==> src/hw/rtl/drt_pkg.sv <==
// drt_pkg: shared types, codes and defaults for the dirty rectangle tracker.
// Used by drt_ctrl, drt_datapath and dirty_rect_tracker; depends on nothing.
package drt_pkg;

  localparam int DEPTH_DEFAULT = 16;
  localparam int COORD_DEFAULT = 13;
  localparam int PORT_COORD_W  = 13;
  localparam int COUNT_W       = 5;
  localparam int MERGE_MIN     = 4;

  // request codes; the fourth code is unused and answers like a dropped mark
  localparam logic [1:0] REQ_MARK  = 2'd0;
  localparam logic [1:0] REQ_CLEAR = 2'd1;
  localparam logic [1:0] REQ_READ  = 2'd2;

  // configuration register indexes
  localparam logic [1:0] CFG_ENABLE = 2'd0;
  localparam logic [1:0] CFG_WIDTH  = 2'd1;
  localparam logic [1:0] CFG_HEIGHT = 2'd2;
  localparam logic [1:0] CFG_MAX    = 2'd3;

  localparam logic [12:0] WIDTH_RESET  = 13'd1920;
  localparam logic [12:0] HEIGHT_RESET = 13'd1080;
  localparam logic [4:0]  MAX_RESET    = 5'd16;

  typedef enum logic [3:0] {
    S_IDLE,
    S_DECODE,
    S_APPEND_CHK,
    S_I_CHECK,
    S_A_WAIT,
    S_J_CHECK,
    S_B_WAIT,
    S_MOVE,
    S_DONE
  } state_t;

  typedef enum logic [1:0] {
    RD_IDX,
    RD_I,
    RD_J,
    RD_LAST
  } rsel_t;

  typedef enum logic [2:0] {
    WR_NONE,
    WR_APPEND,
    WR_COLLAPSE,
    WR_A,
    WR_MOVE
  } wsel_t;

  typedef struct packed {
    logic  latch;
    logic  rd_en;
    rsel_t rsel;
    wsel_t wsel;
    logic  clear;
    logic  dec_held;
    logic  clr_i;
    logic  inc_i;
    logic  set_j;
    logic  inc_j;
    logic  load_a;
    logic  merge_a;
    logic  emit;
  } cmd_t;

  typedef struct packed {
    logic is_mark;
    logic is_clear;
    logic is_read;
    logic mark_ok;
    logic full;
    logic ge4;
    logic i_lt;
    logic j_lt;
    logic j_not_last;
    logic overlap;
  } stat_t;

endpackage

==> src/hw/rtl/drt_ctrl.sv <==
// drt_ctrl: sequencer for requests and the forward merge pass.
// Depends on drt_pkg; drives drt_datapath through cmd_t, watches stat_t.
module drt_ctrl (
  input  logic           clk,
  input  logic           rst,
  input  logic           start,
  output logic           busy,
  input  drt_pkg::stat_t stat,
  output drt_pkg::cmd_t  cmd
);

  drt_pkg::state_t state, state_next;

  always_ff @(posedge clk) begin
    if (rst) begin
      state <= drt_pkg::S_IDLE;
    end else begin
      state <= state_next;
    end
  end

  always_comb begin
    cmd        = '0;
    state_next = state;
    case (state)
      drt_pkg::S_IDLE: begin
        if (start) begin
          cmd.latch  = 1'b1;
          state_next = drt_pkg::S_DECODE;
        end
      end
      drt_pkg::S_DECODE: begin
        state_next = drt_pkg::S_DONE;
        if (stat.is_mark) begin
          if (stat.mark_ok) begin
            if (stat.full) begin
              cmd.wsel = drt_pkg::WR_COLLAPSE;
            end else begin
              cmd.wsel   = drt_pkg::WR_APPEND;
              state_next = drt_pkg::S_APPEND_CHK;
            end
          end
        end else if (stat.is_clear) begin
          cmd.clear = 1'b1;
        end else if (stat.is_read) begin
          cmd.rd_en = 1'b1;
          cmd.rsel  = drt_pkg::RD_IDX;
        end
      end
      drt_pkg::S_APPEND_CHK: begin
        if (stat.ge4) begin
          cmd.clr_i  = 1'b1;
          state_next = drt_pkg::S_I_CHECK;
        end else begin
          state_next = drt_pkg::S_DONE;
        end
      end
      drt_pkg::S_I_CHECK: begin
        if (stat.i_lt) begin
          cmd.rd_en  = 1'b1;
          cmd.rsel   = drt_pkg::RD_I;
          cmd.set_j  = 1'b1;
          state_next = drt_pkg::S_A_WAIT;
        end else begin
          state_next = drt_pkg::S_DONE;
        end
      end
      drt_pkg::S_A_WAIT: begin
        cmd.load_a = 1'b1;
        state_next = drt_pkg::S_J_CHECK;
      end
      drt_pkg::S_J_CHECK: begin
        if (stat.j_lt) begin
          cmd.rd_en  = 1'b1;
          cmd.rsel   = drt_pkg::RD_J;
          state_next = drt_pkg::S_B_WAIT;
        end else begin
          // write back the grown entry i and advance
          cmd.wsel   = drt_pkg::WR_A;
          cmd.inc_i  = 1'b1;
          state_next = drt_pkg::S_I_CHECK;
        end
      end
      drt_pkg::S_B_WAIT: begin
        if (stat.overlap) begin
          cmd.merge_a  = 1'b1;
          cmd.dec_held = 1'b1;
          if (stat.j_not_last) begin
            cmd.rd_en  = 1'b1;
            cmd.rsel   = drt_pkg::RD_LAST;
            state_next = drt_pkg::S_MOVE;
          end else begin
            state_next = drt_pkg::S_J_CHECK;
          end
        end else begin
          cmd.inc_j  = 1'b1;
          state_next = drt_pkg::S_J_CHECK;
        end
      end
      drt_pkg::S_MOVE: begin
        // last entry fills slot j and is checked again from the read register
        cmd.wsel   = drt_pkg::WR_MOVE;
        state_next = drt_pkg::S_B_WAIT;
      end
      drt_pkg::S_DONE: begin
        cmd.emit   = 1'b1;
        state_next = drt_pkg::S_IDLE;
      end
      default: begin
        state_next = drt_pkg::S_IDLE;
      end
    endcase
  end

  assign busy = (state != drt_pkg::S_IDLE);

endmodule

==> src/hw/rtl/drt_datapath.sv <==
// drt_datapath: configuration registers, rectangle table, clipping and merge math.
// Depends on drt_pkg; commanded by drt_ctrl.
module drt_datapath #(
  parameter int TABLE_DEPTH = drt_pkg::DEPTH_DEFAULT,
  parameter int COORD_BITS  = drt_pkg::COORD_DEFAULT
) (
  input  logic                        clk,
  input  logic                        rst,
  input  logic                        cfg_write,
  input  logic [1:0]                  cfg_addr,
  input  logic [12:0]                 cfg_data,
  input  logic [1:0]                  req_type,
  input  logic signed [15:0]          rect_x,
  input  logic signed [15:0]          rect_y,
  input  logic [15:0]                 rect_width,
  input  logic [15:0]                 rect_height,
  input  logic [3:0]                  read_index,
  input  drt_pkg::cmd_t               cmd,
  output drt_pkg::stat_t              stat,
  output logic                        done,
  output logic [drt_pkg::COUNT_W-1:0] entry_count,
  output logic                        entry_valid,
  output logic [12:0]                 entry_x,
  output logic [12:0]                 entry_y,
  output logic [12:0]                 entry_width,
  output logic [12:0]                 entry_height
);

  localparam int IW = (TABLE_DEPTH > 1) ? $clog2(TABLE_DEPTH) : 1;
  localparam int CW = $clog2(TABLE_DEPTH + 1);
  localparam int C  = COORD_BITS;

  // configuration
  logic        tracking_enable;
  logic [12:0] screen_width;
  logic [12:0] screen_height;
  logic [4:0]  max_entries;

  always_ff @(posedge clk) begin
    if (rst) begin
      tracking_enable <= 1'b1;
      screen_width    <= drt_pkg::WIDTH_RESET;
      screen_height   <= drt_pkg::HEIGHT_RESET;
      max_entries     <= drt_pkg::MAX_RESET;
    end else if (cfg_write) begin
      case (cfg_addr)
        drt_pkg::CFG_ENABLE: tracking_enable <= cfg_data[0];
        drt_pkg::CFG_WIDTH:  screen_width    <= cfg_data;
        drt_pkg::CFG_HEIGHT: screen_height   <= cfg_data;
        drt_pkg::CFG_MAX:    max_entries     <= cfg_data[4:0];
        default: ;
      endcase
    end
  end

  // latched request
  logic [1:0]         req_q;
  logic signed [15:0] x_q, y_q;
  logic [15:0]        w_q, h_q;
  logic [3:0]         idx_q;

  always_ff @(posedge clk) begin
    if (cmd.latch) begin
      req_q <= req_type;
      x_q   <= rect_x;
      y_q   <= rect_y;
      w_q   <= rect_width;
      h_q   <= rect_height;
      idx_q <= read_index;
    end
  end

  // clip to the screen by cutting
  logic signed [17:0] xs, ys, rs, bs, ls, ts, sws, shs, rc, bc, spx, spy;
  logic               clip_ok;
  logic [15:0]        ls16, ts16, spx16, spy16, sw16, sh16;

  always_comb begin
    xs      = {{2{x_q[15]}}, x_q};
    ys      = {{2{y_q[15]}}, y_q};
    rs      = xs + $signed({2'b00, w_q});
    bs      = ys + $signed({2'b00, h_q});
    ls      = x_q[15] ? 18'sd0 : xs;
    ts      = y_q[15] ? 18'sd0 : ys;
    sws     = $signed({5'b0, screen_width});
    shs     = $signed({5'b0, screen_height});
    rc      = (rs > sws) ? sws : rs;
    bc      = (bs > shs) ? shs : bs;
    clip_ok = (rc > ls) && (bc > ts);
    spx     = rc - ls;
    spy     = bc - ts;
    ls16    = ls[15:0];
    ts16    = ts[15:0];
    spx16   = spx[15:0];
    spy16   = spy[15:0];
    sw16    = 16'(screen_width);
    sh16    = 16'(screen_height);
  end

  // table
  logic [C-1:0] mem_l [TABLE_DEPTH];
  logic [C-1:0] mem_t [TABLE_DEPTH];
  logic [C-1:0] mem_w [TABLE_DEPTH];
  logic [C-1:0] mem_h [TABLE_DEPTH];
  logic [C-1:0] rd_l, rd_t, rd_w, rd_h;
  logic [C-1:0] a_l, a_t, a_w, a_h;
  logic [C-1:0] wd_l, wd_t, wd_w, wd_h;
  logic [IW-1:0] ra, wa;
  logic          we;

  logic [CW-1:0] held, i, j, held_m1;
  logic [7:0]    held8, idx8, j8, i8;

  assign held_m1 = held - 1'b1;
  assign held8   = 8'(held);
  assign idx8    = 8'(idx_q);
  assign j8      = 8'(j);
  assign i8      = 8'(i);

  always_comb begin
    case (cmd.rsel)
      drt_pkg::RD_IDX:  ra = idx8[IW-1:0];
      drt_pkg::RD_I:    ra = i[IW-1:0];
      drt_pkg::RD_J:    ra = j[IW-1:0];
      drt_pkg::RD_LAST: ra = held_m1[IW-1:0];
      default:          ra = '0;
    endcase
  end

  always_comb begin
    we   = 1'b1;
    wa   = '0;
    wd_l = a_l;
    wd_t = a_t;
    wd_w = a_w;
    wd_h = a_h;
    case (cmd.wsel)
      drt_pkg::WR_APPEND: begin
        wa   = held[IW-1:0];
        wd_l = ls16[C-1:0];
        wd_t = ts16[C-1:0];
        wd_w = spx16[C-1:0];
        wd_h = spy16[C-1:0];
      end
      drt_pkg::WR_COLLAPSE: begin
        wd_l = '0;
        wd_t = '0;
        wd_w = sw16[C-1:0];
        wd_h = sh16[C-1:0];
      end
      drt_pkg::WR_A: begin
        wa = i[IW-1:0];
      end
      drt_pkg::WR_MOVE: begin
        wa   = j[IW-1:0];
        wd_l = rd_l;
        wd_t = rd_t;
        wd_w = rd_w;
        wd_h = rd_h;
      end
      default: we = 1'b0;
    endcase
  end

  always_ff @(posedge clk) begin
    if (we) begin
      mem_l[wa] <= wd_l;
      mem_t[wa] <= wd_t;
      mem_w[wa] <= wd_w;
      mem_h[wa] <= wd_h;
    end
    if (cmd.rd_en) begin
      rd_l <= mem_l[ra];
      rd_t <= mem_t[ra];
      rd_w <= mem_w[ra];
      rd_h <= mem_h[ra];
    end
  end

  // overlap test and bounding box of entry i (held in a_*) and the read entry
  logic [C:0]   ar, ab, br, bb, mr, mb, mw, mh;
  logic [C-1:0] ml, mt;
  logic         overlap;

  always_comb begin
    ar      = {1'b0, a_l} + {1'b0, a_w};
    ab      = {1'b0, a_t} + {1'b0, a_h};
    br      = {1'b0, rd_l} + {1'b0, rd_w};
    bb      = {1'b0, rd_t} + {1'b0, rd_h};
    overlap = ({1'b0, a_l} < br) && (ar > {1'b0, rd_l}) &&
              ({1'b0, a_t} < bb) && (ab > {1'b0, rd_t});
    ml      = (a_l < rd_l) ? a_l : rd_l;
    mt      = (a_t < rd_t) ? a_t : rd_t;
    mr      = (ar > br) ? ar : br;
    mb      = (ab > bb) ? ab : bb;
    mw      = mr - {1'b0, ml};
    mh      = mb - {1'b0, mt};
  end

  always_ff @(posedge clk) begin
    if (cmd.load_a) begin
      a_l <= rd_l;
      a_t <= rd_t;
      a_w <= rd_w;
      a_h <= rd_h;
    end else if (cmd.merge_a) begin
      a_l <= ml;
      a_t <= mt;
      a_w <= mw[C-1:0];
      a_h <= mh[C-1:0];
    end
  end

  // counters
  always_ff @(posedge clk) begin
    if (rst) begin
      held <= '0;
    end else if (cmd.clear) begin
      held <= '0;
    end else if (cmd.wsel == drt_pkg::WR_COLLAPSE) begin
      held <= CW'(1);
    end else if (cmd.wsel == drt_pkg::WR_APPEND) begin
      held <= held + 1'b1;
    end else if (cmd.dec_held) begin
      held <= held_m1;
    end
  end

  always_ff @(posedge clk) begin
    if (rst) begin
      i <= '0;
      j <= '0;
    end else begin
      if (cmd.clr_i) begin
        i <= '0;
      end else if (cmd.inc_i) begin
        i <= i + 1'b1;
      end
      if (cmd.set_j) begin
        j <= i + 1'b1;
      end else if (cmd.inc_j) begin
        j <= j + 1'b1;
      end
    end
  end

  // status
  always_comb begin
    stat.is_mark    = (req_q == drt_pkg::REQ_MARK);
    stat.is_clear   = (req_q == drt_pkg::REQ_CLEAR);
    stat.is_read    = (req_q == drt_pkg::REQ_READ);
    stat.mark_ok    = tracking_enable && clip_ok;
    stat.full       = (held8 >= 8'(max_entries)) || (held8 >= 8'(TABLE_DEPTH));
    stat.ge4        = (held8 >= 8'(drt_pkg::MERGE_MIN));
    stat.i_lt       = (i8 < held8);
    stat.j_lt       = (j8 < held8);
    stat.j_not_last = ((j8 + 8'd1) < held8);
    stat.overlap    = overlap;
  end

  // result
  logic        hit;
  logic [15:0] ox, oy, ow, oh;

  assign hit = stat.is_read && (idx8 < held8) && (idx8 < 8'(TABLE_DEPTH));
  assign ox  = 16'(rd_l);
  assign oy  = 16'(rd_t);
  assign ow  = 16'(rd_w);
  assign oh  = 16'(rd_h);

  always_ff @(posedge clk) begin
    if (rst) begin
      done <= 1'b0;
    end else begin
      done <= cmd.emit;
    end
  end

  always_ff @(posedge clk) begin
    if (cmd.emit) begin
      entry_count  <= held8[drt_pkg::COUNT_W-1:0];
      entry_valid  <= hit;
      entry_x      <= hit ? ox[12:0] : 13'd0;
      entry_y      <= hit ? oy[12:0] : 13'd0;
      entry_width  <= hit ? ow[12:0] : 13'd0;
      entry_height <= hit ? oh[12:0] : 13'd0;
    end
  end

  a_held_bound: assert property (@(posedge clk) disable iff (rst)
    held8 <= 8'(TABLE_DEPTH))
    else $error("held count above table depth");

  a_append_room: assert property (@(posedge clk) disable iff (rst)
    (cmd.wsel == drt_pkg::WR_APPEND) |-> (held8 < 8'(TABLE_DEPTH)))
    else $error("append into a full table");

  a_writeback_in_table: assert property (@(posedge clk) disable iff (rst)
    (cmd.wsel == drt_pkg::WR_A) |-> (i8 < held8))
    else $error("merge write-back outside held entries");

  a_merge_pair: assert property (@(posedge clk) disable iff (rst)
    cmd.dec_held |-> (held8 >= 8'd2) && (i8 < j8))
    else $error("merge without a valid pair");

endmodule

==> src/hw/rtl/dirty_rect_tracker.sv <==
// Dirty rectangle tracker: clips marks, keeps a merged damage table, answers reads.
// From accept to done: clear, read, dropped or collapsing marks pass through decode and done;
// an append adds a check state; with four or more entries held it adds a merge pass over
// every entry i and every pair compare, paced by the single table read port.
// One item at a time; busy stays high until done. Receiver cannot stall.
// Reset clears the entry count and loads register defaults; table contents stay undefined.
module dirty_rect_tracker #(
  parameter int TABLE_DEPTH = drt_pkg::DEPTH_DEFAULT,
  parameter int COORD_BITS  = drt_pkg::COORD_DEFAULT
) (
  input  logic                        clk,
  input  logic                        rst,
  input  logic                        start,
  output logic                        busy,
  input  logic                        cfg_write,
  input  logic [1:0]                  cfg_addr,
  input  logic [12:0]                 cfg_data,
  input  logic [1:0]                  req_type,
  input  logic signed [15:0]          rect_x,
  input  logic signed [15:0]          rect_y,
  input  logic [15:0]                 rect_width,
  input  logic [15:0]                 rect_height,
  input  logic [3:0]                  read_index,
  output logic                        done,
  output logic [drt_pkg::COUNT_W-1:0] entry_count,
  output logic                        entry_valid,
  output logic [12:0]                 entry_x,
  output logic [12:0]                 entry_y,
  output logic [12:0]                 entry_width,
  output logic [12:0]                 entry_height
);

  drt_pkg::cmd_t  cmd;
  drt_pkg::stat_t stat;

  drt_ctrl u_ctrl (
    .clk   (clk),
    .rst   (rst),
    .start (start),
    .busy  (busy),
    .stat  (stat),
    .cmd   (cmd)
  );

  drt_datapath #(
    .TABLE_DEPTH (TABLE_DEPTH),
    .COORD_BITS  (COORD_BITS)
  ) u_dp (
    .clk          (clk),
    .rst          (rst),
    .cfg_write    (cfg_write),
    .cfg_addr     (cfg_addr),
    .cfg_data     (cfg_data),
    .req_type     (req_type),
    .rect_x       (rect_x),
    .rect_y       (rect_y),
    .rect_width   (rect_width),
    .rect_height  (rect_height),
    .read_index   (read_index),
    .cmd          (cmd),
    .stat         (stat),
    .done         (done),
    .entry_count  (entry_count),
    .entry_valid  (entry_valid),
    .entry_x      (entry_x),
    .entry_y      (entry_y),
    .entry_width  (entry_width),
    .entry_height (entry_height)
  );

endmodule

==> config.mk <==
export PLATFORM = sky130hd
export DESIGN_NAME = dirty_rect_tracker
export DESIGN_NICKNAME = d
export VERILOG_FILES = /design/src/hw/rtl/drt_pkg.sv /design/src/hw/rtl/drt_ctrl.sv /design/src/hw/rtl/drt_datapath.sv /design/src/hw/rtl/dirty_rect_tracker.sv
export SDC_FILE = /design/constraint.sdc
export NUM_CORES = 2
export LEC_CHECK = 0
export BUFFER_PORTS_ARGS = -buffer_cell sky130_fd_sc_hd__buf_4
export CAP_MARGIN = 25
export CORE_MARGIN = 5
export CORE_UTILIZATION = 50
export CTS_CLUSTER_SIZE = 28
export DETAILED_ROUTE_END_ITERATION = 10
export GPL_TIMING_DRIVEN = 0
export PLACE_DENSITY_LB_ADDON = 0.2
export SLEW_MARGIN = 20
export SYNTH_ARGS = -nofsm -noshare
export SYNTH_HDL_FRONTEND = slang
export SYNTH_SLANG_ARGS = --single-unit
export TNS_END_PERCENT = 20
==> constraint.sdc <==
create_clock -name clk -period 14.4 [get_ports clk]
set_input_delay 0.72 -clock clk [delete_from_list [all_inputs] [get_ports clk]]
set_output_delay 0.72 -clock clk [all_outputs]
set_load 0.01 [all_outputs]
==> tab_implementation.tex <==
\begin{tabular}{lr}
\hline
Metric & Value \\
\hline
\multicolumn{2}{l}{\textbf{Timing}} \\
\quad Period minus WS final & 10.73 ns \\
\quad Slew headroom & 0.183 \\
\quad Fmax & 93.2 MHz \\
\quad Crit share post-route & 0.745 \\
\quad Count of endpoints failing setup in the final report & 0 \\
\quad Max Transition Viols Final & 0 \\
\quad Clock Skew & 0.0352 ns \\
\quad Setup repair after global routing missed its margin & no \\
\quad Slew @ Worst Pin & 1.22 ns \\
\quad Count of final hold-check violations & 0 \\
\multicolumn{2}{l}{\textbf{Placement}} \\
\quad Area post-placement & 59000 um\^{}2 \\
\quad Routability-driven placement congestion ratio & 1.01 \\
\quad HPWL Detailed & 131000 um \\
\quad Count of buffers inserted at the top-level ports & 148 \\
\multicolumn{2}{l}{\textbf{Yosys}} \\
\quad Cell Area, Synth & 54700 um\^{}2 \\
\quad \#FFs+latches synth & 1116 \\
\quad Mapped Nets & 4638 \\
\quad Syn Inst Count & 4246 \\
\quad Post-synth ARST share & 0 \\
\quad Per-instance average area after synthesis & 12.9 um\^{}2 \\
\quad Flip-flop cell with the highest count after synthesis & sky130\_fd\_sc\_hd\_\_edfxtp\_1 \\
\quad Yosys warning total & 0 \\
\quad Number of distinct library cells after synthesis & 68 \\
\quad Fraction of the yosys area taken by sequential cells & 0.603 \\
\quad Number of synthesized flops with an enable pin & 1064 \\
\multicolumn{2}{l}{\textbf{Route}} \\
\quad Detail Route Antenna Nets & 0 \\
\quad Starting DRT DRC Count & 3915 \\
\quad DR WL/cell & 27.8 um \\
\quad DR pass1 iterations & 6 \\
\quad Final wirelength & 170000 um \\
\quad DRC violation count after routing & 0 \\
\quad Vias & 37981 \\
\quad Vias per cell & 6.20 \\
\multicolumn{2}{l}{\textbf{Die}} \\
\quad Placement Rows & 121 \\
\quad Placeable Area & 109000 um\^{}2 \\
\quad Die height & 341 um \\
\quad I/O pins & 149 \\
\quad Floorplan die width & 341 um \\
\quad Starting utilization of the core area & 0.503 \\
\quad DIE AREA & 116000 um\^{}2 \\
\multicolumn{2}{l}{\textbf{Clock tree}} \\
\quad Worst-case clock buffer depth & 3 \\
\quad Sinks on Clock Net & 1116 \\
\quad TritonCTS clock tree & done \\
\quad Clock root buffer master & sky130\_fd\_sc\_hd\_\_clkbuf\_16 \\
\quad Post-CTS setup-driven buffer insertion count & 0 \\
\quad Clock transition at the registers of the reported paths & 0.06 ns \\
\quad CTS H-tree lvls & 3 \\
\quad Number of CTS-inserted buffers & 115 \\
\quad Hold buffer count at cts & 0 \\
\quad Clock Latency Late Sink & 0.73 ns \\
\quad Post-CTS Resized & 0 \\
\multicolumn{2}{l}{\textbf{Setup path}} \\
\quad CP Buf/Inv Count & 6 \\
\quad Most frequent CP cell & sky130\_fd\_sc\_hd\_\_a21oi\_1 \\
\quad Instance count on the critical path & 38 \\
\quad Arrival time of the worst setup path & 11.15 ns \\
\quad Slowest cell on the critical path & sky130\_fd\_sc\_hd\_\_nor2\_1 \\
\quad Endpoint required time on the critical path & 14.82 ns \\
\quad Number of cells traversed by the worst register-to-register path & 38 \\
\quad Crit. End Element & register \\
\quad Family with the most delay on the worst path & compound AO/OA/AOI/OAI gates \\
\quad Largest fanout of any net on the critical path & 10 \\
\quad Kind of critical path & register to register \\
\quad Delay of the slowest cell on the worst path & 0.74 ns \\
\quad Startpoint type of the worst setup path & register \\
\multicolumn{2}{l}{\textbf{Pwr}} \\
\quad Sum of internal, switching and leakage power & 7.74 mW \\
\quad Clock share of power & 0.384 \\
\quad Leak Pwr & 22.6 nW \\
\quad Worst VDD drop & 0.120 mV \\
\quad Power density cells & 123 nW/um\^{}2 \\
\quad Net switching power & 2.06 mW \\
\quad Combinational Power Share & 0.150 \\
\quad Sw Share & 0.266 \\
\quad Internal power & 5.69 mW \\
\quad Sequential power share & 0.465 \\
\multicolumn{2}{l}{\textbf{Flow run}} \\
\quad Number of max-cap violations & 0 \\
\multicolumn{2}{l}{\textbf{Global route}} \\
\quad Total track usage & 0.285 \\
\quad Number of global-route vias before repair & 36829 \\
\quad Number of antenna violations at the first check in global routing & 7 \\
\quad Maximum number of pins on one net before global-route repair & 59 \\
\quad Total congestion overflow & 0 \\
\quad Global-route wire length before repair & 246000 um \\
\multicolumn{2}{l}{\textbf{Finish}} \\
\quad Finished Cell Area & 62800 um\^{}2 \\
\quad Most common cell after layout, fill and taps aside & sky130\_fd\_sc\_hd\_\_edfxtp\_1 \\
\quad Layout-stage area growth over the synthesis result & 14.8\% \\
\quad Most frequent cells in the layout & sky130\_fd\_sc\_hd\_\_edfxtp\_1 (1064), sky130\_fd\_sc\_hd\_\_a211oi\_1 (437), sky130\_fd\_sc\_hd\_\_ha\_1 (293) \\
\quad Net count reported at finish & 5011 \\
\quad Fraction of final layout cells sized beyond drive strength 1 & 0.116 \\
\multicolumn{2}{l}{\textbf{Worst hold path}} \\
\quad Tightest Hold Check Type & input port to register \\
\quad WHS Path Cells & 1 \\
\multicolumn{2}{l}{\textbf{Outcome}} \\
\quad Run status & finished clean \\
\hline
\end{tabular}
-- worst paths after layout --
check / from / endpoint / slack [ns]
worst max-delay path: u_dp.x_q[0]$_DFFE_PP_ / u_dp.mem_h[12][3]$_DFFE_PP_ / 3.67
worst min-delay path: rect_width[8] / u_dp.w_q[8]$_DFFE_PP_ / 0.18
worst max register to register: u_dp.x_q[0]$_DFFE_PP_ / u_dp.mem_h[12][3]$_DFFE_PP_ / 3.67
worst min register to register: u_dp.screen_height[2]$_SDFFE_PP0P_ / u_dp.screen_height[2]$_SDFFE_PP0P_ / 0.47
-- layout make-up --
type / instances / area, um^2
Sequential cell: 1116 / 33000
Buffer: 232 / 958
Inverter: 152 / 571
Tap cell: 1414 / 1770
Clock inverter: 68 / 728
Multi-Input combinational cell: 2746 / 20400
Fill cell: 8759 / 45900
Timing Repair Buffer: 256 / 2390
Antenna cell: 6 / 15.0
Clock buffer: 140 / 3010
-- state kept, by name (all words and copies together), names as in the netlist, 16 cells and up --
signal      cells
u_dp.mem_t    208
u_dp.mem_h    208
u_dp.h_q       16
u_dp.x_q       16
u_dp.mem_l    208
u_dp.y_q       16
u_dp.w_q       16
u_dp.mem_w    208
-- logic make-up after synthesis --
group / count (synthesis) / synth area share
AOI/OAI and AO/OA: 1265 / 0.159
xor gates and xnor gates: 117 / 0.0187
adders and majority gates: 303 / 0.0707
buffers and inverters: 384 / 0.0279
DFF: 1116 / 0.603
muxes: 263 / 0.0488
and+or+nand+nor: 798 / 0.0716
-- worst register-to-register path, delay by kind of cell (launching register included) --
kind	cells	cell delay, ns
mux	1	0.12
flops	1	0.48
compound gates	18	3.89
buf+inv	6	1.48
fa+ha+maj	5	1.58
xor+xnor	1	0.19
simple gates	7	2.73
-- synth_stat cells (all sizes together) (35+ instances only) --
master	count	area (um^2)
o211ai	50	375
ha	293	3670
or4	53	398
nand2b	59	369
xnor2	82	718
xor2	35	307
mux2i	235	2350
a21oi	229	1150
o21ai	112	561
clkbuf	173	651
dfxtp	52	1040
a211oi	437	3280
nor2	191	717
a21o	70	526
edfxtp	1064	32000
nor3	42	210
inv	152	571
a21boi	219	1640
nand2	242	908
nand3	39	195
buf	59	307
and2	35	219
-- per-stage QoR --
step	std cells	setup slack, ns	setup TNS, ns	utilization	hold WS [ns]
after global routing	6124	3.09	0	0.578	0.144
after CTS	6120	3.89	0	0.577	0.128
final	6130	3.67	0	0.578	0.183
after detailed placement	5912	3.98	0	0.543	0.456
after global placement	5808	-1.19	-80.64	0.530	0.454
after floorplan	4246	3.56	0	-	0.435
-- layer usage --
metal  vias up  GRT usage  share of wire
li1      17229          -              -
met1     18861      0.389           0.41
met2      1567      0.457           0.46
met3       322     0.0513          0.082
met4         2      0.115          0.045
met5         -          0       0.000076
-- power by group through the flow --
stage               Clock, mW  Combinational (mW)  Sequential [mW]
floorplan                   0               0.741             3.66
global placement            0                1.11             3.67
detailed placement          0                1.14             3.67
CTS                      3.01                1.14             3.60
global route             3.14                1.25             3.60
finish                   2.98                1.16             3.60
(Power assumes the default switching activity.)
